`src/rtl/modal_assurance_criterion_top_assert.svh`:
```
// ----------------------------------------------------------------------------
// Assertion macros for the modal assurance criterion block
// Clocked on clk and disabled while rst is high.
// ----------------------------------------------------------------------------
`ifndef MODAL_ASSURANCE_CRITERION_TOP_ASSERT_SVH
`define MODAL_ASSURANCE_CRITERION_TOP_ASSERT_SVH

// condition implies consequence in the same cycle
`define MAC_ASSERT_IMP(label, ante, cons, msg) \
  label: assert property (@(posedge clk) disable iff (rst) (ante) |-> (cons)) \
    else $error(msg);

// condition implies consequence in the next cycle
`define MAC_ASSERT_NEXT(label, ante, cons, msg) \
  label: assert property (@(posedge clk) disable iff (rst) (ante) |=> (cons)) \
    else $error(msg);

`endif

```
`src/rtl/mac_pkg.sv`:
```
// ----------------------------------------------------------------------------
// mac_pkg
// Widths, sequencer states and the multiplier request of the modal
// assurance criterion block.
// ----------------------------------------------------------------------------
package mac_pkg;

  localparam int SAMPLE_WIDTH     = 16;
  localparam int ACC_WIDTH        = 48;
  localparam int RESULT_FRAC_BITS = 16;

  localparam int HALF_WIDTH = (ACC_WIDTH + 1) / 2;
  localparam int MUL_WIDTH  = (SAMPLE_WIDTH > HALF_WIDTH) ? SAMPLE_WIDTH : HALF_WIDTH;
  localparam int PROD_WIDTH = 2 * MUL_WIDTH;
  localparam int WACC_WIDTH = 2 * ACC_WIDTH;
  localparam int REM_WIDTH  = WACC_WIDTH + 1;
  localparam int CSUM_WIDTH =
    ((ACC_WIDTH > PROD_WIDTH + 1) ? ACC_WIDTH : PROD_WIDTH + 1) + 1;
  localparam int NSUM_WIDTH = ((ACC_WIDTH > PROD_WIDTH) ? ACC_WIDTH : PROD_WIDTH) + 1;
  localparam int Q_WIDTH       = RESULT_FRAC_BITS + 1;
  localparam int BIT_CNT_WIDTH = $clog2(RESULT_FRAC_BITS);

  localparam logic [2:0] ELEM_LAST_STEP = 3'd3;
  localparam logic [2:0] WMUL_LAST_STEP = 3'd4;

  localparam logic [Q_WIDTH-1:0] MAC_ONE = {1'b1, {RESULT_FRAC_BITS{1'b0}}};

  typedef enum logic [2:0] {
    S_IDLE,
    S_ELEM,
    S_CHECK,
    S_WMUL,
    S_CMP,
    S_DIV,
    S_OUT
  } state_t;

  typedef struct packed {
    logic                 en;
    logic [MUL_WIDTH-1:0] op_a;
    logic [MUL_WIDTH-1:0] op_b;
  } mul_req_t;

endpackage

```
`src/rtl/modal_assurance_criterion_top.sv`:
```
// ----------------------------------------------------------------------------
// modal_assurance_criterion_top
// Accumulates cross and self products of two mode shapes on one shared
// multiplier and returns (a.b)^2 / ((a.a)(b.b)) as an unsigned Q1.16 value.
//
//   channel | signals                        | transfer
//   --------+--------------------------------+-------------------------------
//   in      | in_valid in_ready a_elem       | one element pair per request
//           | b_elem last                    |
//   out     | out_valid out_ready mac_value  | one result per request with
//           | degenerate                     | last set
//
// An element pair is accepted, then takes four multiplier steps. A pair with
// last set then goes through a check, the two wide products, a compare, one
// restoring division step per fraction bit and the output state; a zero norm
// goes from the check straight to output, and a ratio of one or more skips the division.
// Reset clears the three sums and the sequencer.
// A result waits in the output register while the next pair is taken; a
// further finished result holds in the output state until it is free.
// ----------------------------------------------------------------------------
`include "modal_assurance_criterion_top_assert.svh"

module modal_assurance_criterion_top (
  input  logic                                 clk,
  input  logic                                 rst,
  input  logic                                 in_valid,
  output logic                                 in_ready,
  input  logic signed [15:0]                   a_elem,
  input  logic signed [15:0]                   b_elem,
  input  logic                                 last,
  output logic                                 out_valid,
  input  logic                                 out_ready,
  output logic [mac_pkg::Q_WIDTH-1:0]          mac_value,
  output logic                                 degenerate
);
  import mac_pkg::*;

  localparam logic [CSUM_WIDTH-1:0] CROSS_MAX_W =
    {{(CSUM_WIDTH-ACC_WIDTH+1){1'b0}}, {(ACC_WIDTH-1){1'b1}}};
  localparam logic [CSUM_WIDTH-1:0] CROSS_MIN_W =
    {{(CSUM_WIDTH-ACC_WIDTH+1){1'b1}}, {(ACC_WIDTH-1){1'b0}}};
  localparam logic [NSUM_WIDTH-1:0] NORM_MAX_W =
    {{(NSUM_WIDTH-ACC_WIDTH){1'b0}}, {ACC_WIDTH{1'b1}}};

  state_t state, state_next;
  logic [2:0]                  step;
  logic                        phase;
  logic [BIT_CNT_WIDTH-1:0]    bit_cnt;
  logic [SAMPLE_WIDTH-1:0]     a_mag, b_mag;
  logic                        cross_neg;
  logic                        last_q;
  logic [ACC_WIDTH-1:0]        cross_sum, first_norm_sum, second_norm_sum;
  logic [WACC_WIDTH-1:0]       wacc;
  logic [REM_WIDTH-1:0]        rem;
  logic [Q_WIDTH-1:0]          q;
  logic                        degen_q;

  mul_req_t                    mul_req;
  logic [PROD_WIDTH-1:0]       prod;

  logic [SAMPLE_WIDTH-1:0]     a_s, b_s, a_abs, b_abs;
  logic signed [CSUM_WIDTH-1:0] c_ext, p_cross, cross_add;
  logic [ACC_WIDTH-1:0]        cross_sat;
  logic [ACC_WIDTH-1:0]        n_sel, norm_sat;
  logic [NSUM_WIDTH-1:0]       norm_add;
  logic [ACC_WIDTH-1:0]        cmag, wx, wy;
  logic [MUL_WIDTH-1:0]        wx0, wx1, wy0, wy1;
  logic [1:0]                  prev_k;
  logic [WACC_WIDTH-1:0]       pp, wacc_sum;
  logic [REM_WIDTH-1:0]        den_ext, r2;
  logic                        cmp_ge, div_ge, norm_zero, out_load;

  mac_mul u_mul (
    .clk  (clk),
    .req  (mul_req),
    .prod (prod)
  );

  always_comb begin
    a_s   = a_elem[SAMPLE_WIDTH-1:0];
    b_s   = b_elem[SAMPLE_WIDTH-1:0];
    a_abs = (a_s ^ {SAMPLE_WIDTH{a_s[SAMPLE_WIDTH-1]}}) + SAMPLE_WIDTH'(a_s[SAMPLE_WIDTH-1]);
    b_abs = (b_s ^ {SAMPLE_WIDTH{b_s[SAMPLE_WIDTH-1]}}) + SAMPLE_WIDTH'(b_s[SAMPLE_WIDTH-1]);

    c_ext   = $signed({{(CSUM_WIDTH-ACC_WIDTH){cross_sum[ACC_WIDTH-1]}}, cross_sum});
    p_cross = $signed({{(CSUM_WIDTH-PROD_WIDTH){1'b0}}, prod});
    cross_add = cross_neg ? (c_ext - p_cross) : (c_ext + p_cross);
    if (cross_add > $signed(CROSS_MAX_W)) begin
      cross_sat = CROSS_MAX_W[ACC_WIDTH-1:0];
    end else if (cross_add < $signed(CROSS_MIN_W)) begin
      cross_sat = CROSS_MIN_W[ACC_WIDTH-1:0];
    end else begin
      cross_sat = cross_add[ACC_WIDTH-1:0];
    end

    n_sel    = (step == 3'd2) ? first_norm_sum : second_norm_sum;
    norm_add = {{(NSUM_WIDTH-ACC_WIDTH){1'b0}}, n_sel}
             + {{(NSUM_WIDTH-PROD_WIDTH){1'b0}}, prod};
    norm_sat = (norm_add > NORM_MAX_W) ? NORM_MAX_W[ACC_WIDTH-1:0]
                                       : norm_add[ACC_WIDTH-1:0];

    cmag = cross_sum[ACC_WIDTH-1] ? (~cross_sum + ACC_WIDTH'(1)) : cross_sum;
    wx   = phase ? first_norm_sum : cmag;
    wy   = phase ? second_norm_sum : cmag;
    wx0  = MUL_WIDTH'(wx[HALF_WIDTH-1:0]);
    wx1  = MUL_WIDTH'(wx[ACC_WIDTH-1:HALF_WIDTH]);
    wy0  = MUL_WIDTH'(wy[HALF_WIDTH-1:0]);
    wy1  = MUL_WIDTH'(wy[ACC_WIDTH-1:HALF_WIDTH]);

    prev_k = step[1:0] - 2'd1;
    case (prev_k)
      2'd0:    pp = WACC_WIDTH'(prod);
      2'd1:    pp = WACC_WIDTH'(prod) << HALF_WIDTH;
      2'd2:    pp = WACC_WIDTH'(prod) << HALF_WIDTH;
      default: pp = WACC_WIDTH'(prod) << (2 * HALF_WIDTH);
    endcase
    wacc_sum = wacc + pp;

    den_ext   = {1'b0, wacc};
    r2        = {rem[REM_WIDTH-2:0], 1'b0};
    cmp_ge    = rem >= den_ext;
    div_ge    = r2 >= den_ext;
    norm_zero = (first_norm_sum == '0) || (second_norm_sum == '0);
  end

  always_comb begin
    state_next = state;
    unique case (state)
      S_IDLE:  if (in_valid) state_next = S_ELEM;
      S_ELEM:  if (step == ELEM_LAST_STEP) state_next = last_q ? S_CHECK : S_IDLE;
      S_CHECK: state_next = norm_zero ? S_OUT : S_WMUL;
      S_WMUL:  if (step == WMUL_LAST_STEP && phase) state_next = S_CMP;
      S_CMP:   state_next = cmp_ge ? S_OUT : S_DIV;
      S_DIV:   if (bit_cnt == BIT_CNT_WIDTH'(RESULT_FRAC_BITS - 1)) state_next = S_OUT;
      S_OUT:   if (!out_valid || out_ready) state_next = S_IDLE;
      default: state_next = S_IDLE;
    endcase
  end

  always_comb begin
    in_ready     = 1'b0;
    out_load     = 1'b0;
    mul_req.en   = 1'b0;
    mul_req.op_a = MUL_WIDTH'(a_mag);
    mul_req.op_b = MUL_WIDTH'(b_mag);
    unique case (state)
      S_IDLE: in_ready = 1'b1;
      S_ELEM: begin
        mul_req.en = 1'b1;
        case (step)
          3'd0: begin
            mul_req.op_a = MUL_WIDTH'(a_mag);
            mul_req.op_b = MUL_WIDTH'(b_mag);
          end
          3'd1: begin
            mul_req.op_a = MUL_WIDTH'(a_mag);
            mul_req.op_b = MUL_WIDTH'(a_mag);
          end
          default: begin
            mul_req.op_a = MUL_WIDTH'(b_mag);
            mul_req.op_b = MUL_WIDTH'(b_mag);
          end
        endcase
      end
      S_WMUL: begin
        mul_req.en   = 1'b1;
        mul_req.op_a = step[1] ? wx1 : wx0;
        mul_req.op_b = step[0] ? wy1 : wy0;
      end
      S_OUT: out_load = !out_valid || out_ready;
      default: ;
    endcase
  end

  always_ff @(posedge clk) begin
    if (rst) begin
      state           <= S_IDLE;
      out_valid       <= 1'b0;
      step            <= '0;
      phase           <= 1'b0;
      bit_cnt         <= '0;
      cross_sum       <= '0;
      first_norm_sum  <= '0;
      second_norm_sum <= '0;
    end else begin
      state <= state_next;
      if (out_load) begin
        out_valid <= 1'b1;
      end else if (out_valid && out_ready) begin
        out_valid <= 1'b0;
      end
      unique case (state)
        S_IDLE: begin
          if (in_valid) begin
            a_mag     <= a_abs;
            b_mag     <= b_abs;
            cross_neg <= a_s[SAMPLE_WIDTH-1] ^ b_s[SAMPLE_WIDTH-1];
            last_q    <= last;
            step      <= '0;
          end
        end
        S_ELEM: begin
          step <= step + 3'd1;
          case (step)
            3'd1:    cross_sum       <= cross_sat;
            3'd2:    first_norm_sum  <= norm_sat;
            3'd3:    second_norm_sum <= norm_sat;
            default: ;
          endcase
        end
        S_CHECK: begin
          step    <= '0;
          phase   <= 1'b0;
          wacc    <= '0;
          q       <= '0;
          degen_q <= norm_zero;
        end
        S_WMUL: begin
          if (step == WMUL_LAST_STEP) begin
            step <= '0;
            if (!phase) begin
              rem   <= REM_WIDTH'(wacc_sum);
              wacc  <= '0;
              phase <= 1'b1;
            end else begin
              wacc <= wacc_sum;
            end
          end else begin
            step <= step + 3'd1;
            if (step != 3'd0) begin
              wacc <= wacc_sum;
            end
          end
        end
        S_CMP: begin
          bit_cnt <= '0;
          q       <= cmp_ge ? MAC_ONE : '0;
        end
        S_DIV: begin
          rem     <= div_ge ? (r2 - den_ext) : r2;
          q       <= {q[Q_WIDTH-2:0], div_ge};
          bit_cnt <= bit_cnt + BIT_CNT_WIDTH'(1);
        end
        S_OUT: begin
          if (out_load) begin
            mac_value       <= q;
            degenerate      <= degen_q;
            cross_sum       <= '0;
            first_norm_sum  <= '0;
            second_norm_sum <= '0;
          end
        end
        default: ;
      endcase
    end
  end

  `MAC_ASSERT_IMP(a_degen_zero, out_valid && degenerate, mac_value == '0, "degenerate result not zero")
  `MAC_ASSERT_IMP(a_mac_range, out_valid, mac_value <= MAC_ONE, "result above one")
  `MAC_ASSERT_NEXT(a_busy_after_accept, in_valid && in_ready, !in_ready, "ready while busy")
  `MAC_ASSERT_IMP(a_div_rem_bound, state == S_DIV, rem < den_ext, "remainder not below divisor")

endmodule

```
`src/rtl/mac_mul.sv`:
```
// ----------------------------------------------------------------------------
// mac_mul
// Shared unsigned multiplier with a registered product.
// ----------------------------------------------------------------------------
module mac_mul (
  input  logic                              clk,
  input  mac_pkg::mul_req_t                 req,
  output logic [mac_pkg::PROD_WIDTH-1:0]    prod
);
  import mac_pkg::*;

  always_ff @(posedge clk) begin
    if (req.en) begin
      prod <= PROD_WIDTH'(req.op_a) * PROD_WIDTH'(req.op_b);
    end
  end

endmodule

```
`config.mk`:
```
export PLATFORM = sky130hd
export DESIGN_NAME = modal_assurance_criterion_top
export DESIGN_NICKNAME = d
export VERILOG_FILES = /design/src/rtl/mac_pkg.sv /design/src/rtl/modal_assurance_criterion_top.sv /design/src/rtl/mac_mul.sv
export VERILOG_INCLUDE_DIRS = /design/src /design/src/rtl
export SDC_FILE = /design/constraint.sdc
export NUM_CORES = 2
export LEC_CHECK = 0
export CORE_MARGIN = 4
export CORE_UTILIZATION = 29
export CTS_BUF_LIST = sky130_fd_sc_hd__clkbuf_16
export DETAILED_ROUTE_END_ITERATION = 7
export DONT_BUFFER_PORTS = 1
export PLACE_DENSITY = 0.45
export SYNTH_ARGS = -nofsm -noshare
export SYNTH_HDL_FRONTEND = slang
export SYNTH_SLANG_ARGS = --single-unit
export TNS_END_PERCENT = 10
```
`constraint.sdc`:
```
create_clock -name clk -period 22.8 [get_ports clk]
set_input_delay 1.14 -clock clk [delete_from_list [all_inputs] [get_ports clk]]
set_output_delay 1.14 -clock clk [all_outputs]
set_load 0.02 [all_outputs]
```
==> summary.txt <==
Worst setup path
  • Setup CP Type: register to register
  • Critical path arrival: 13.11 ns
  • Worst-path fanout max: 14
  • Slowest CP cell: a221oi_1
  • Crit-path leading delay family: compound AO/OA/AOI/OAI gates
  • CP max stage delay: 0.74 ns
  • Worst EP required: 23.30 ns
  • Crit Reg-Reg Endpoint: u_mul.prod[47]
  • Startpoint types: register
  • Critical R2R Launch: cross_sum[19]
  • FF-to-FF path depth: 37
  • Worst Path Buf+Inv: 6
  • Kind of end point of the critical path: register
  • Cell mode on critical path: fa_1
  • Flop-to-flop setup slack: 10.19 ns

Floorplanning
  • Die Y-Extent: 474 um
  • Standard-cell rows: 170
  • Die Area: 225,000 um^2
  • Core ar.: 215,000 um^2
  • I/O pin cnt: 57
  • Die X: 474 um
  • Initial Utilization: 29.3%

Yosys
  • Synthesized area: 63,100 um^2
  • Unique masters post-synth: 95
  • Top post-synthesis cells by area: fa_1 (15%), edfxtp_1 (15%), ha_1 (11%)
  • Area share of the largest cell type after synthesis: 15.4%
  • EDFF count, synth: 311
  • Cell count after synthesis: 7,633
  • FFs w/ async S/R, synth: 0%
  • Syn_nets: 8,727
  • Syn_area_per_cell: 8.27 um^2
  • Top-count cell post-synth: nand2_1
  • Commonest cells in the netlist: nand2_1 (915), inv_1 (821), nor2_1 (620)
  • Register area share after synthesis: 19.7%
  • Area leader, netlist: fa_1
  • Seq cells post-synth: 467
  • Top FF cell, synth: edfxtp_1
  • Yosys warnings: 0

Clock tree
  • CTS Buf Count: 67
  • Worst-path clk slew: 0.06 ns
  • Root Driver: clkbuf_16
  • Clock buffer depth: 3
  • Post-CTS setup buffers: 0
  • Clock sink total: 467
  • Later-pin clock latency in the skew report: 0.70 ns
  • CTS resizes: 0
  • Cts hold-fix bufs: 0
  • TritonCTS clock tree: done
  • H-tree levels: 3

Worst hold path
  • Hold Path Cell Cnt: 0
  • Hold wc startpoint: q[16]
  • Hold endpoint: mac_value[16]
  • Hold Path Class: register to register

Cells and area
  • Layout Nets: 8,538
  • Layout cells sized above 1: 5.87%
  • Synth-to-layout area growth: 8.85%
  • Final non-filler cell total: 10.3k
  • Layout Utilization: 31.9%

Drt
  • Drt total wl: 250,000 um
  • DRC: 0
  • Initial drt markers: 4,762
  • Via count: 56.0k
  • First-pass iteration count of the detailed router: 6
  • Routed WL per cell: 24.2 um
  • Via-to-Cell Ratio: 5.42
  • Post-DRT Antenna Nets: 0

Run
  • Max-cap violations: 0

STA
  • Setup TNS: 0 ns
  • Fin. max-slew vios: 0
  • RSZ-0062 raised after global routing: no
  • Setup Viol. Count Final: 0
  • Clock Skews: 0.0194 ns
  • Max_slew headroom: 18.3%
  • Final Hold Fails: 0
  • Fmax: 0.0793 GHz
  • Worst slew pin tran: 1.19 ns
  • Hold Slack: 0.432 ns
  • Fin crit share: 55.3%
  • Post-layout min period: 12.62 ns

GRT
  • Vias in the first global route: 55.6k
  • Initial antenna violation count: 11
  • GRT Total Usage: 21.8%
  • Global-route wire length before repair: 372,000 um
  • Largest net degree at the start of global routing: 141
  • Total gr overflow: 0

Place
  • Cells after DPL: 10.2k
  • Placer Congestion: 0.947
  • IO Port Bufs: 0
  • Final HPWL DP: 197,000 um

Status
  • Status: completed
worst max-delay path by stage:
stage | from | to | slack (ns) | cells past startpoint
finish | cross_sum[19] | u_mul.prod[47] | 10.19 | 37
global placement | cross_sum[19] | u_mul.prod[47] | 10.46 | 36
CTS | cross_sum[19] | u_mul.prod[47] | 10.26 | 37
global route | cross_sum[19] | u_mul.prod[47] | 9.45 | 37
detailed placement | cross_sum[19] | u_mul.prod[47] | 10.30 | 37
floorplan | step[0] | wacc[0] | 5.40 | 6
kinds of logic after synthesis:
group | share of synthesized area (%)
buffers and inverters | 7.41
multiplexers | 2.74
adder cells (fa/ha/maj) | 26.7
flip-flops | 19.7
AO/OA/AOI/OAI | 20.1
XOR/XNOR | 6.18
AND/OR/NAND/NOR | 17.1
per-layer routing:
layer | up-vias | track usage, % | wire, um
met1 | 27587 | 29.8 | 112000
met3 | 426 | 3.44 | 16000
met4 | 0 | 8.66 | 11500
met5 | - | 0 | 0
li1 | 26120 | - | -
met2 | 1892 | 34.5 | 111000
registers in the layout, summed over array words and instances (netlist names):
name             cells
second_norm_sum     48
degenerate           1
out_valid            1
b_mag               16
phase                1
wacc                96
u_mul.prod          48
rem                 97
mac_value           17
cross_neg            1
state                3
q                   17
first_norm_sum      48
degen_q              1
bit_cnt              4
cross_sum           48
a_mag               16
step                 3
last_q               1
cell type report:
class                   count  area (um^2)
diodes                      6         15.0
clock buffers              69         1730
clock inverters            54          479
fillers                 22822       147000
inverters                 822         3090
multi-input cells        5940        46300
flip-flops and latches    467        12500
well taps                2838         3550
repair buffers            146         1100
placed cells by master, fill, tap and decap left out, types with 35 or more instances in the layout:
cell,count
nor4_1,54
dfxtp_1,151
mux2i_1,76
ha_1,570
a211oi_1,51
a22o_1,37
nor2b_1,61
and2_1,134
nor3_1,83
a221oi_1,75
nand3_1,102
nand4_1,119
xor2_1,161
and3_1,63
edfxtp_1,311
nand2_1,912
o31ai_1,47
nor2_1,616
fa_1,486
o211a_1,50
a21o_1,228
a21oi_1,524
clkbuf_16,69
a31oi_1,57
buf_4,146
o211ai_1,35
nand2b_1,67
xnor2_1,284
o21ai_0,430
inv_1,832
or3_1,36
o21a_1,67
o21bai_1,72
mux2_2,66
stage by stage:
| stage | cell area [um^2] | setup slack, ns |
|---|---|---|
| after floorplan | 63100 | 5.40 |
| after global placement | 66500 | 10.46 |
| after detailed placement | 66500 | 10.30 |
| after CTS | 68700 | 10.26 |
| after global routing | 68700 | 9.45 |
| final | 68700 | 10.19 |
Power is left out: the tool's default activity adds up to more than one toggle a clock period on the data nets, which glitch-free logic cannot reach.
